[config.mk]
export PLATFORM = sky130hd
export DESIGN_NAME = sync_checksum_frame_receiver_core
export DESIGN_NICKNAME = d
export VERILOG_FILES = /design/src/hw/rtl/scr_pkg.sv /design/src/hw/rtl/scr_ram.sv /design/src/hw/rtl/scr_out.sv /design/src/hw/rtl/sync_checksum_frame_receiver_core.sv
export SDC_FILE = /design/constraint.sdc
export NUM_CORES = 1
export LEC_CHECK = 0
export BUFFER_PORTS_ARGS = -buffer_cell sky130_fd_sc_hd__buf_4
export CORE_ASPECT_RATIO = 0.75
export CORE_MARGIN = 2
export CORE_UTILIZATION = 62
export DETAILED_ROUTE_END_ITERATION = 16
export HOLD_SLACK_MARGIN = 0.08
export PLACE_DENSITY = 0.87
export SETUP_SLACK_MARGIN = 0.5
export SLEW_MARGIN = 20
export SYNTH_ARGS = -nofsm -noshare
export SYNTH_HDL_FRONTEND = slang
export SYNTH_SLANG_ARGS = --single-unit
[constraint.sdc]
create_clock -name aclk -period 4.1 [get_ports aclk]
set_input_delay 0.41 -clock aclk [delete_from_list [all_inputs] [get_ports aclk]]
set_output_delay 0.41 -clock aclk [all_outputs]
set_load 0.1 [all_outputs]
[src/hw/rtl/scr_pkg.sv]
// shared types and constants for the sync-framed checksum receiver
// no dependencies
`timescale 1ns / 1ps

package scr_pkg;

    // sync value that opens every frame
    localparam logic [7:0] SYNC_BYTE = 8'hFF;

    // sequencer states, one-hot
    typedef enum logic [4:0] {
        ST_IDLE = 5'b00001,
        ST_SUM  = 5'b00010,
        ST_ERR  = 5'b00100,
        ST_SCAN = 5'b01000,
        ST_EMIT = 5'b10000
    } state_t;

    // load request into the result register
    typedef struct packed {
        logic       load;
        logic [7:0] data_byte;
        logic [5:0] byte_index;
        logic       last;
        logic       frame_bad;
    } out_req_t;

endpackage

[src/hw/rtl/scr_ram.sv]
// generic single-write, single-read synchronous ram with registered read data
// no dependencies
`timescale 1ns / 1ps

module scr_ram #(
    parameter int WIDTH = 8,
    parameter int DEPTH = 64
) (
    input  logic                     aclk,
    input  logic                     wr_en,
    input  logic [$clog2(DEPTH)-1:0] wr_addr,
    input  logic [WIDTH-1:0]         wr_data,
    input  logic                     rd_en,
    input  logic [$clog2(DEPTH)-1:0] rd_addr,
    output logic [WIDTH-1:0]         rd_data
);

    logic [WIDTH-1:0] mem [DEPTH];

    always_ff @(posedge aclk) begin
        if (wr_en) begin
            mem[wr_addr] <= wr_data;
        end
        if (rd_en) begin
            rd_data <= mem[rd_addr];
        end
    end

endmodule

[src/hw/rtl/scr_out.sv]
// result register for the receiver: holds one word until the sink takes it
// depends on scr_pkg
`timescale 1ns / 1ps

module scr_out (
    input  logic              aclk,
    input  logic              aresetn,
    input  scr_pkg::out_req_t req,
    input  logic              m_ready,
    output logic              m_valid,
    output logic [7:0]        m_data_byte,
    output logic [5:0]        m_byte_index,
    output logic              m_last,
    output logic              m_frame_bad,
    output logic              free
);

    import scr_pkg::*;

    logic       valid_reg;
    logic [7:0] data_reg;
    logic [5:0] index_reg;
    logic       last_reg;
    logic       bad_reg;

    // slot is free next edge when empty or being taken now
    assign free = !valid_reg || m_ready;

    always_ff @(posedge aclk) begin
        if (!aresetn) begin
            valid_reg <= 1'b0;
        end else if (req.load) begin
            valid_reg <= 1'b1;
        end else if (m_ready) begin
            valid_reg <= 1'b0;
        end
    end

    always_ff @(posedge aclk) begin
        if (req.load) begin
            data_reg  <= req.data_byte;
            index_reg <= req.byte_index;
            last_reg  <= req.last;
            bad_reg   <= req.frame_bad;
        end
    end

    assign m_valid      = valid_reg;
    assign m_data_byte  = data_reg;
    assign m_byte_index = index_reg;
    assign m_last       = last_reg;
    assign m_frame_bad  = bad_reg;

endmodule

[src/hw/rtl/sync_checksum_frame_receiver_core.sv]
// sync-byte framed receiver with additive checksum: sequencer around one frame ram
// depends on scr_pkg, scr_ram, scr_out
`timescale 1ns / 1ps

//  channel | direction | ports                                               | handshake
//  --------+-----------+-----------------------------------------------------+------------------
//  input   | in        | s_rx_byte                                           | s_valid / s_ready
//  result  | out       | m_data_byte, m_byte_index, m_last, m_frame_bad      | m_valid / m_ready
//
//  a byte that does not complete a frame is stored with one ram write; an empty buffer keeps only the sync byte
//  the completing byte starts a checksum walk: FRAME_BYTES-2 ram reads
//  a good frame then streams out one ram read at a time, each word through the result register
//  a bad frame gives one error word, then a scan/copy walk over entries 1 to FRAME_BYTES-1
//  aresetn is synchronous; the ram needs no clearing pass, only the fill count, state and flags are cleared
//  s_ready is low outside idle (walks, emission, error word); a stalled sink holds the emission and the error word

module sync_checksum_frame_receiver_core #(
    parameter int FRAME_BYTES = 64
) (
    input  logic       aclk,
    input  logic       aresetn,
    input  logic       s_valid,
    output logic       s_ready,
    input  logic [7:0] s_rx_byte,
    output logic       m_valid,
    input  logic       m_ready,
    output logic [7:0] m_data_byte,
    output logic [5:0] m_byte_index,
    output logic       m_last,
    output logic       m_frame_bad
);

    import scr_pkg::*;

    localparam int AW = $clog2(FRAME_BYTES);
    localparam int FW = $clog2(FRAME_BYTES + 1);
    localparam logic [AW-1:0] LAST_ADDR = AW'(FRAME_BYTES - 1);

    // sequencer state
    state_t        state_reg, state_next;
    logic [FW-1:0] fill_reg, fill_next;       // stored bytes in the buffer
    logic [AW-1:0] cnt_reg, cnt_next;         // next ram address to read
    logic          iss_done_reg, iss_done_next;
    logic          rd_vld_reg, rd_vld_next;   // read data valid for sum/scan
    logic          rd_last_reg, rd_last_next;
    logic          emit_pend_reg, emit_pend_next;
    logic [AW-1:0] rd_addr_reg, rd_addr_next; // address of the data now on rd_data
    logic [7:0]    acc_reg, acc_next;         // running checksum
    logic [7:0]    byte1_reg, byte1_next;     // copy of buffer entry 1
    logic          found_reg, found_next;     // resync found a sync byte
    logic [AW-1:0] off_reg, off_next;         // position of that sync byte

    // ram port
    logic          mem_wr_en;
    logic [AW-1:0] mem_wr_addr;
    logic [7:0]    mem_wr_data;
    logic          mem_rd_en;
    logic [7:0]    mem_rd_data;

    out_req_t      out_req;
    logic          out_free;
    logic          s_acc;
    logic [7:0]    sum_now;
    logic [AW-1:0] copy_dst;

    assign s_ready  = (state_reg == ST_IDLE);
    assign s_acc    = s_valid && s_ready;
    assign sum_now  = acc_reg + mem_rd_data;
    assign copy_dst = rd_addr_reg - off_reg;

    always_comb begin
        state_next     = state_reg;
        fill_next      = fill_reg;
        cnt_next       = cnt_reg;
        iss_done_next  = iss_done_reg;
        acc_next       = acc_reg;
        byte1_next     = byte1_reg;
        found_next     = found_reg;
        off_next       = off_reg;
        mem_wr_en      = 1'b0;
        mem_wr_addr    = fill_reg[AW-1:0];
        mem_wr_data    = s_rx_byte;
        mem_rd_en      = 1'b0;
        emit_pend_next = 1'b0;
        rd_last_next   = (cnt_reg == LAST_ADDR);

        // an issued emit read passes the ram read register, then loads the result register
        out_req            = '0;
        if (emit_pend_reg) begin
            out_req.load       = 1'b1;
            out_req.data_byte  = mem_rd_data;
            out_req.byte_index = 6'(rd_addr_reg);
            out_req.last       = (rd_addr_reg == LAST_ADDR);
        end

        case (state_reg)
            ST_IDLE: begin
                // empty buffer drops everything but the sync byte
                if (s_acc && (fill_reg != '0 || s_rx_byte == SYNC_BYTE)) begin
                    mem_wr_en = 1'b1;
                    fill_next = fill_reg + FW'(1);
                    if (fill_reg == FW'(1)) begin
                        byte1_next = s_rx_byte;
                    end
                    if (fill_reg == FW'(FRAME_BYTES - 1)) begin
                        state_next    = ST_SUM;
                        cnt_next      = AW'(2);
                        iss_done_next = 1'b0;
                        acc_next      = '0;
                    end
                end
            end
            ST_SUM: begin
                if (!iss_done_reg) begin
                    mem_rd_en = 1'b1;
                    cnt_next  = cnt_reg + AW'(1);
                    if (cnt_reg == LAST_ADDR) begin
                        iss_done_next = 1'b1;
                    end
                end
                if (rd_vld_reg) begin
                    acc_next = sum_now;
                    if (rd_last_reg) begin
                        if (sum_now == byte1_reg) begin
                            state_next = ST_EMIT;
                            cnt_next   = '0;
                        end else begin
                            state_next = ST_ERR;
                        end
                    end
                end
            end
            ST_EMIT: begin
                // one read in flight at a time, only when the result slot frees up
                if (!emit_pend_reg && out_free) begin
                    mem_rd_en      = 1'b1;
                    emit_pend_next = 1'b1;
                    cnt_next       = cnt_reg + AW'(1);
                    if (cnt_reg == LAST_ADDR) begin
                        state_next = ST_IDLE;
                        fill_next  = '0;
                    end
                end
            end
            ST_ERR: begin
                if (out_free) begin
                    out_req.load       = 1'b1;
                    out_req.data_byte  = '0;
                    out_req.byte_index = '0;
                    out_req.last       = 1'b1;
                    out_req.frame_bad  = 1'b1;
                    state_next         = ST_SCAN;
                    cnt_next           = AW'(1);
                    iss_done_next      = 1'b0;
                    found_next         = 1'b0;
                end
            end
            ST_SCAN: begin
                // read from entry 1 upward; after the first sync byte copy each entry down
                if (!iss_done_reg) begin
                    mem_rd_en = 1'b1;
                    cnt_next  = cnt_reg + AW'(1);
                    if (cnt_reg == LAST_ADDR) begin
                        iss_done_next = 1'b1;
                    end
                end
                if (rd_vld_reg) begin
                    if (found_reg) begin
                        mem_wr_en   = 1'b1;
                        mem_wr_addr = copy_dst;
                        mem_wr_data = mem_rd_data;
                        if (copy_dst == AW'(1)) begin
                            byte1_next = mem_rd_data;
                        end
                    end else if (mem_rd_data == SYNC_BYTE) begin
                        found_next  = 1'b1;
                        off_next    = rd_addr_reg;
                        mem_wr_en   = 1'b1;
                        mem_wr_addr = '0;
                        mem_wr_data = mem_rd_data;
                    end
                    if (rd_last_reg) begin
                        state_next = ST_IDLE;
                        if (found_next) begin
                            fill_next = FW'(FRAME_BYTES) - FW'(off_next);
                        end else begin
                            fill_next = '0;
                        end
                    end
                end
            end
            default: begin
                state_next = ST_IDLE;
            end
        endcase

        rd_vld_next  = mem_rd_en && !emit_pend_next;
        rd_addr_next = mem_rd_en ? cnt_reg : rd_addr_reg;
    end

    always_ff @(posedge aclk) begin
        if (!aresetn) begin
            state_reg     <= ST_IDLE;
            fill_reg      <= '0;
            iss_done_reg  <= 1'b0;
            rd_vld_reg    <= 1'b0;
            emit_pend_reg <= 1'b0;
            found_reg     <= 1'b0;
        end else begin
            state_reg     <= state_next;
            fill_reg      <= fill_next;
            iss_done_reg  <= iss_done_next;
            rd_vld_reg    <= rd_vld_next;
            emit_pend_reg <= emit_pend_next;
            found_reg     <= found_next;
        end
    end

    always_ff @(posedge aclk) begin
        cnt_reg     <= cnt_next;
        rd_last_reg <= rd_last_next;
        rd_addr_reg <= rd_addr_next;
        acc_reg     <= acc_next;
        byte1_reg   <= byte1_next;
        off_reg     <= off_next;
    end

    scr_ram #(
        .WIDTH (8),
        .DEPTH (FRAME_BYTES)
    ) u_frame_ram (
        .aclk    (aclk),
        .wr_en   (mem_wr_en),
        .wr_addr (mem_wr_addr),
        .wr_data (mem_wr_data),
        .rd_en   (mem_rd_en),
        .rd_addr (cnt_reg),
        .rd_data (mem_rd_data)
    );

    scr_out u_out (
        .aclk         (aclk),
        .aresetn      (aresetn),
        .req          (out_req),
        .m_ready      (m_ready),
        .m_valid      (m_valid),
        .m_data_byte  (m_data_byte),
        .m_byte_index (m_byte_index),
        .m_last       (m_last),
        .m_frame_bad  (m_frame_bad),
        .free         (out_free)
    );

`ifndef SYNTHESIS
    // checksum walk and frame emission never touch the buffer contents
    a_no_write_while_reading: assert property (@(posedge aclk) disable iff (!aresetn)
        (state_reg == ST_SUM || state_reg == ST_EMIT) |-> !mem_wr_en)
        else $error("frame ram written during checksum or emission");

    // an emit read only lands in an empty result register
    a_emit_slot_empty: assert property (@(posedge aclk) disable iff (!aresetn)
        emit_pend_reg |-> !m_valid)
        else $error("emit read landed on an occupied result register");

    // sum/scan read data only arrives while its walk is still running
    a_read_owner: assert property (@(posedge aclk) disable iff (!aresetn)
        rd_vld_reg |-> (state_reg == ST_SUM || state_reg == ST_SCAN))
        else $error("walk read data outside its walk");

    // while collecting, the buffer never holds a full frame
    a_fill_bound: assert property (@(posedge aclk) disable iff (!aresetn)
        (state_reg == ST_IDLE) |-> (fill_reg <= FW'(FRAME_BYTES - 1)))
        else $error("fill count reached a full frame while idle");

    // an error word is always followed by the resync walk
    a_err_then_scan: assert property (@(posedge aclk) disable iff (!aresetn)
        (state_reg == ST_ERR && out_free) |=> (state_reg == ST_SCAN))
        else $error("error word not followed by resync");
`endif

endmodule

; Yosys cells after proc, flatten, opt, wreduce, memory -nomap -nowiden
; Memories as Yosys holds them, arrays and structs flattened. A register that Yosys moved wholly into a read port is not among the register bits.
; Cells that the tools add are included.
[classes]
n_eq_ne = 25
n_lt_le_gt_ge = 0
bitwise_logic = 0
n_div = 0
n_reduce_logical = 26
shift = 0
n_mul = 0
n_addsub = 5
n_mux = 75
[op_table]
columns = operator, n
row1 = 6-bit 2-to-1 mux, 16
row2 = 8-bit 2-to-1 mux, 12
row3 = 5-bit 2-to-1 mux, 10
row4 = 7-bit 2-to-1 mux, 6
row5 = 17-bit 2-to-1 mux, 2
row6 = 8-bit one-hot mux with 2 select lines, 2
row7 = 6-bit one-hot mux with 5 select lines, 1
row8 = 5-bit one-hot mux with 5 select lines, 1
row9 = 7-bit one-hot mux with 3 select lines, 1
row10 = 1-bit 2-to-1 mux, 19
row11 = "2-bit != test, second input constant", 9
row12 = "8-bit == test, second input constant", 2
row13 = 16-bit 2-to-1 mux, 1
row14 = "6-bit == test, second input constant", 2
row15 = 6-bit AND reduction, 2
row16 = 9-bit AND reduction, 1
row17 = 8-bit adder, 1
row18 = 8-bit == test, 1
row19 = 4-bit AND reduction, 2
row20 = 2-bit nonzero test, 4
row21 = "7-bit by 1-bit adder with 7-bit output, second input constant", 1
row22 = "7-bit by 1-bit == test with 1-bit output, second input constant", 1
row23 = "7-bit by 6-bit == test with 1-bit output, second input constant", 1
row24 = 7-bit nonzero test, 1
row25 = other kinds (21), 32
[word_totals]
mem_bits_rw = 512
register_bits = 68
output_inout_bits = 18
word_cells = 149
memories = 1
mem_bits_ro = 0
latchBits = 0
[mem_list]
columns = memory, words, word_bits, rd, rd_clocked_by_memory_dff, write_ports, line
row1 = u_frame_ram.mem, 64, 8, 1, 1, 1, scr_ram.sv:18  ; logic [WIDTH-1:0] mem [DEPTH];

; Longest topological paths before layout
[depth]
ltp_word = 10
mapped_depth = 11
ltp_nobuf = 11

; Modules after synthesis
; From an unflattened synthesis, not the netlist that was laid out.
[hier_totals]
hier_cells = 1398
hier_area_um2 = 24463.5
[modules_own_cells]
columns = module, cells_per_inst, area_each_um2, instances
row1 = scr_ram, 955, 20239.4, 1
row2 = sync_checksum_frame_receiver_core, 423, 3694.8, 1
row3 = scr_out, 20, 529.3, 1

; Worst setup path before layout
; No wires, ideal clock.
[synth_path]
path_type = reg2reg
startpoint = register rd_addr_reg[1]
endpoint = memory u_frame_ram.mem[2][0], enable pin
path_slack_ns = 0.865
required_ns = 3.717
path_stages_with_launch = 11
arrival_time_ns = 2.851
path_cell_list = edfxtp_1 -> ha_1 -> nor2b_1 -> o21a_1 -> o21ai_4 -> a21boi_2 -> o211a_1 -> or3_1 -> buf_6 -> buf_6 -> nor3_1
[synth_between]
elab_chain_cells = 4
[synth_lines]
columns = item, line
row1 = "start, declared", sync_checksum_frame_receiver_core.sv:47  ; logic [AW-1:0] rd_addr_reg, rd_addr_next;
row2 = "start signal, assigned", sync_checksum_frame_receiver_core.sv:222  ; rd_addr_reg <= rd_addr_next;
row3 = 6-bit subtractor, sync_checksum_frame_receiver_core.sv:69  ; assign copy_dst = rd_addr_reg - off_reg;
row4 = 6-bit 2-to-1 mux, sync_checksum_frame_receiver_core.sv:168  ; if (found_reg) begin
row5 = 6-bit 2-to-1 mux, sync_checksum_frame_receiver_core.sv:167  ; if (rd_vld_reg) begin
row6 = 6-bit 2-to-1 mux, sync_checksum_frame_receiver_core.sv:96  ; case (state_reg)
row7 = "end, declared", scr_ram.sv:18
; No other way between the ends.

; Worst setup path after layout
[layout_path]
startpoint = register rd_addr_reg[0]
endpoint = memory u_frame_ram.mem[5][4], enable pin
; The elaborated chain is that of the path after synthesis.

==> reports/results.ini <==
[clock_tree]
holdBufCountCts = 0
cts_setup_buffers = 0
clkLatencyLatePin_ns = 0.61
cts_root_buf = clkbuf_16
cts_resized = 0
path_clk_slew_ns = 0.07
cts_tree = yes
numClockSinks = 588
cts_max_level = 2
numCtsBuffers = 52
clockBufferDepth = 3

[floorplanning]
rows = 63
top_level_ports = 30
coreArea_sq_um = 39300
die_y_um = 177
die_width_um = 234
initial_core_util_pct = 62.5
dieArea_sq_um = 41300

[setup_path]
rrSetupSlack_ns = 0.64
arrival_ns = 3.76
worstPathCellList = inv_1 > ha_1 > inv_1 > fa_1 > xor2_1 > nand2_1 > o22ai_1 > nand2_1 > buf_4 > nor3_1 > buf_4
reg2reg_from = rd_addr_reg[0]$_DFFE_PP_
r2r_end = u_frame_ram.mem[5][4]$_DFFE_PP_
crit_type = register to register
cp_slowest_stage_delay_ns = 0.43
crit_slowest_cell = edfxtp_1
cp_max_fo = 8
cp.required_ns = 4.40
critPathLaunch = rd_addr_reg[0]$_DFFE_PP_
worstSetupStartpointType = register
worstRegToRegCells = 11
end_kind = register

[job]
cap_violations = 0

[synth]
synth-seq-cells = 588
synth_area_per_cell_sq_um = 16.4
synth_cell_type_count = 76
synth_edf_count = 570
ys_warn_count = 0
netlist_area_sq_um = 24600
syn_nets = 1534
seq_area_frac_synth_pct = 71.0
ys_async_sr_fraction_pct = 0
syn_inst = 1503
synth-main-ff-cell = edfxtp_1

[timing]
post-route-min-period_ns = 3.46
rsz0062_at_grt = false
maxSlewViolCount = 0
period_share_pct = 84.4
setup-tns-final_ns = 0
tightest_slew_ns = 1.10
finalSetupViolations = 0
hold_viol = 0
clock.fmax_mhz = 289
max_slew_margin_pct = 25.9
fin_worst_skew_ns = 0.0365

[cells_and_area]
syn2layout_area_growth_pct = 12.8
fillers = 2225
regMostFlops = u_frame_ram.mem
largest_reg_flops = 512
final_util_pct = 70.5
regArea_sq_um = 17500
fin_area_sq_um = 27700
multiInputGateArea_sq_um = 6740
nNetsFinal = 1647
layout-drive-gt1-share_pct = 19.8

[drt]
drc_errors = 0
routedWlPerCell_um = 29.2
dr.pass1.iters = 7
drt-total-wl_mm = 63.7
ant_nets = 0
drt_iter0_markers = 2565
vias_per_cell = 7.05
dr_total_vias = 15376

[grt]
grt_usage_pct = 31.4
grt_util_met1_pct = 45.2
grt-ovfl-total = 0
grt_pass1_wl_mm = 94.7
use_met2_pct = 47.2
grt-busiest-layer = met2
grt_pass1_vias = 14905
use_met3_pct = 8.12
antenna_found_initial = 3
grt_start_max_net_pins = 130

[worst_hold_path]
min_to = state_reg[0]$_SDFFE_PN1P_
hold_class = primary input to register
hold_start = aresetn
whs_path_depth = 2

[placed_design]
gp_congestion = 0.954
hpwl_mm = 38.7
placed_cell_area_sq_um = 26000
numPortBuffers = 29

[power_and_ir_drop]
vdd_drop_max_mv = 0.418
power_uw = 15800
power_density_nw_per_um2 = 569
p_leak_uw = 0.00942

[run_status]
status = completed

==> critical path, delay by kind of cell, from the launching register on <==
kind / cells / cell delay [ns]
flops: 1 / 0.43
simple gates: 3 / 0.73
compound gates: 1 / 0.32
fa+ha+maj: 2 / 0.58
xor+xnor: 1 / 0.42
buf+inv: 4 / 0.69
==> cells by family (layout without fill, tap and decap cells) <==
kind of cell,after synthesis,after routing,synth area share (%)
other,0,2,0
AO/OA/AOI/OAI,244,244,6.88
multiplexers,209,209,12.2
AND/OR/NAND/NOR,331,331,6.33
flip-flops,588,588,71.0
XOR/XNOR,18,18,0.814
adder cells (fa/ha/maj),19,19,1.03
buffers and inverters,94,251,1.71
==> cell usage after synthesis (all sizes together) (3+ instances only) <==
library cell / n / area, sq um
xnor2: 10 / 87.6
and3: 26 / 168
o211a: 5 / 50.1
nand2b: 5 / 31.3
mux2: 5 / 56.3
o21a: 6 / 45.0
a21boi: 5 / 41.3
a22oi: 3 / 22.5
a21o: 6 / 45.0
nor3: 42 / 220
mux2i: 132 / 1320
buf: 36 / 204
or3: 5 / 36.3
and2: 6 / 40.0
dfxtp: 18 / 360
o221ai: 33 / 289
o22a: 11 / 96.3
nand3: 16 / 92.6
clkbuf: 35 / 131
edfxtp: 570 / 17100
a21oi: 53 / 265
inv: 23 / 86.3
a31oi: 3 / 18.8
nor2b: 7 / 43.8
nor4: 3 / 40.0
o31ai: 3 / 22.5
mux4: 72 / 1620
a311oi: 5 / 50.0
o21ai: 51 / 270
nor2: 113 / 440
nand4: 8 / 50.1
ha: 17 / 213
nand2: 96 / 363
o22ai: 38 / 238
xor2: 5 / 43.8
o311ai: 3 / 43.8
==> worst max-delay path by stage <==
| stage | to |
|---|---|
| floorplan | u_frame_ram.mem[2][0]$_DFFE_PP_ |
| global placement | u_frame_ram.mem[25][2]$_DFFE_PP_ |
| detailed placement | u_frame_ram.mem[25][4]$_DFFE_PP_ |
| CTS | u_frame_ram.mem[21][5]$_DFFE_PP_ |
| global route | u_frame_ram.mem[5][4]$_DFFE_PP_ |
| finish | u_frame_ram.mem[5][4]$_DFFE_PP_ |
==> final cells by class <==
cell class                      count  share of cell area [%]
Antenna cell                        2                  0.0180
Inverter                           23                   0.311
Clock inverter                     35                    1.29
Tap cell                          520                    2.34
Sequential cell                   588                    63.0
Multi-Input combinational cell    821                    24.3
Clock buffer                       63                    4.95
Timing Repair Buffer              130                    3.79
==> report_power, final <==
group,internal [uW],switching (uW),leakage (uW)
clock,2840,2170,0.000852
sequential,6810,131,0.00525
combinational,1450,2400,0.00332
==> metrics by stage <==
step | worst slack, ns | hold slack, ns | instances
after detailed placement | 0.578 | 0.542 | 2082
after global routing | 0.485 | 0.106 | 2180
after CTS | 0.551 | 0.0823 | 2180
final | 0.641 | 0.105 | 2182
after floorplan | 0.865 | 0.424 | 1503
after global placement | 0.755 | 0.509 | 2082
==> routing by layer <==
metal,part of all wire (%),vias up
li1,-,6202
met1,36,7564
met2,46,1364
met3,14,242
met4,3.8,4
met5,0.036,-
==> layout by cell type (no fill, tap or decap), types with 17 or more instances in the layout <==
master / n
a21oi_1: 52
o22ai_1: 38
ha_1: 17
mux2i_1: 132
o21ai_0: 47
and3_1: 25
clkbuf_16: 53
mux4_2: 72
o221ai_1: 33
nand2_1: 93
edfxtp_1: 570
nor2_1: 105
inv_1: 21
nor3_1: 40
buf_4: 124
dfxtp_1: 18
Power figures use the tool's default switching activity.
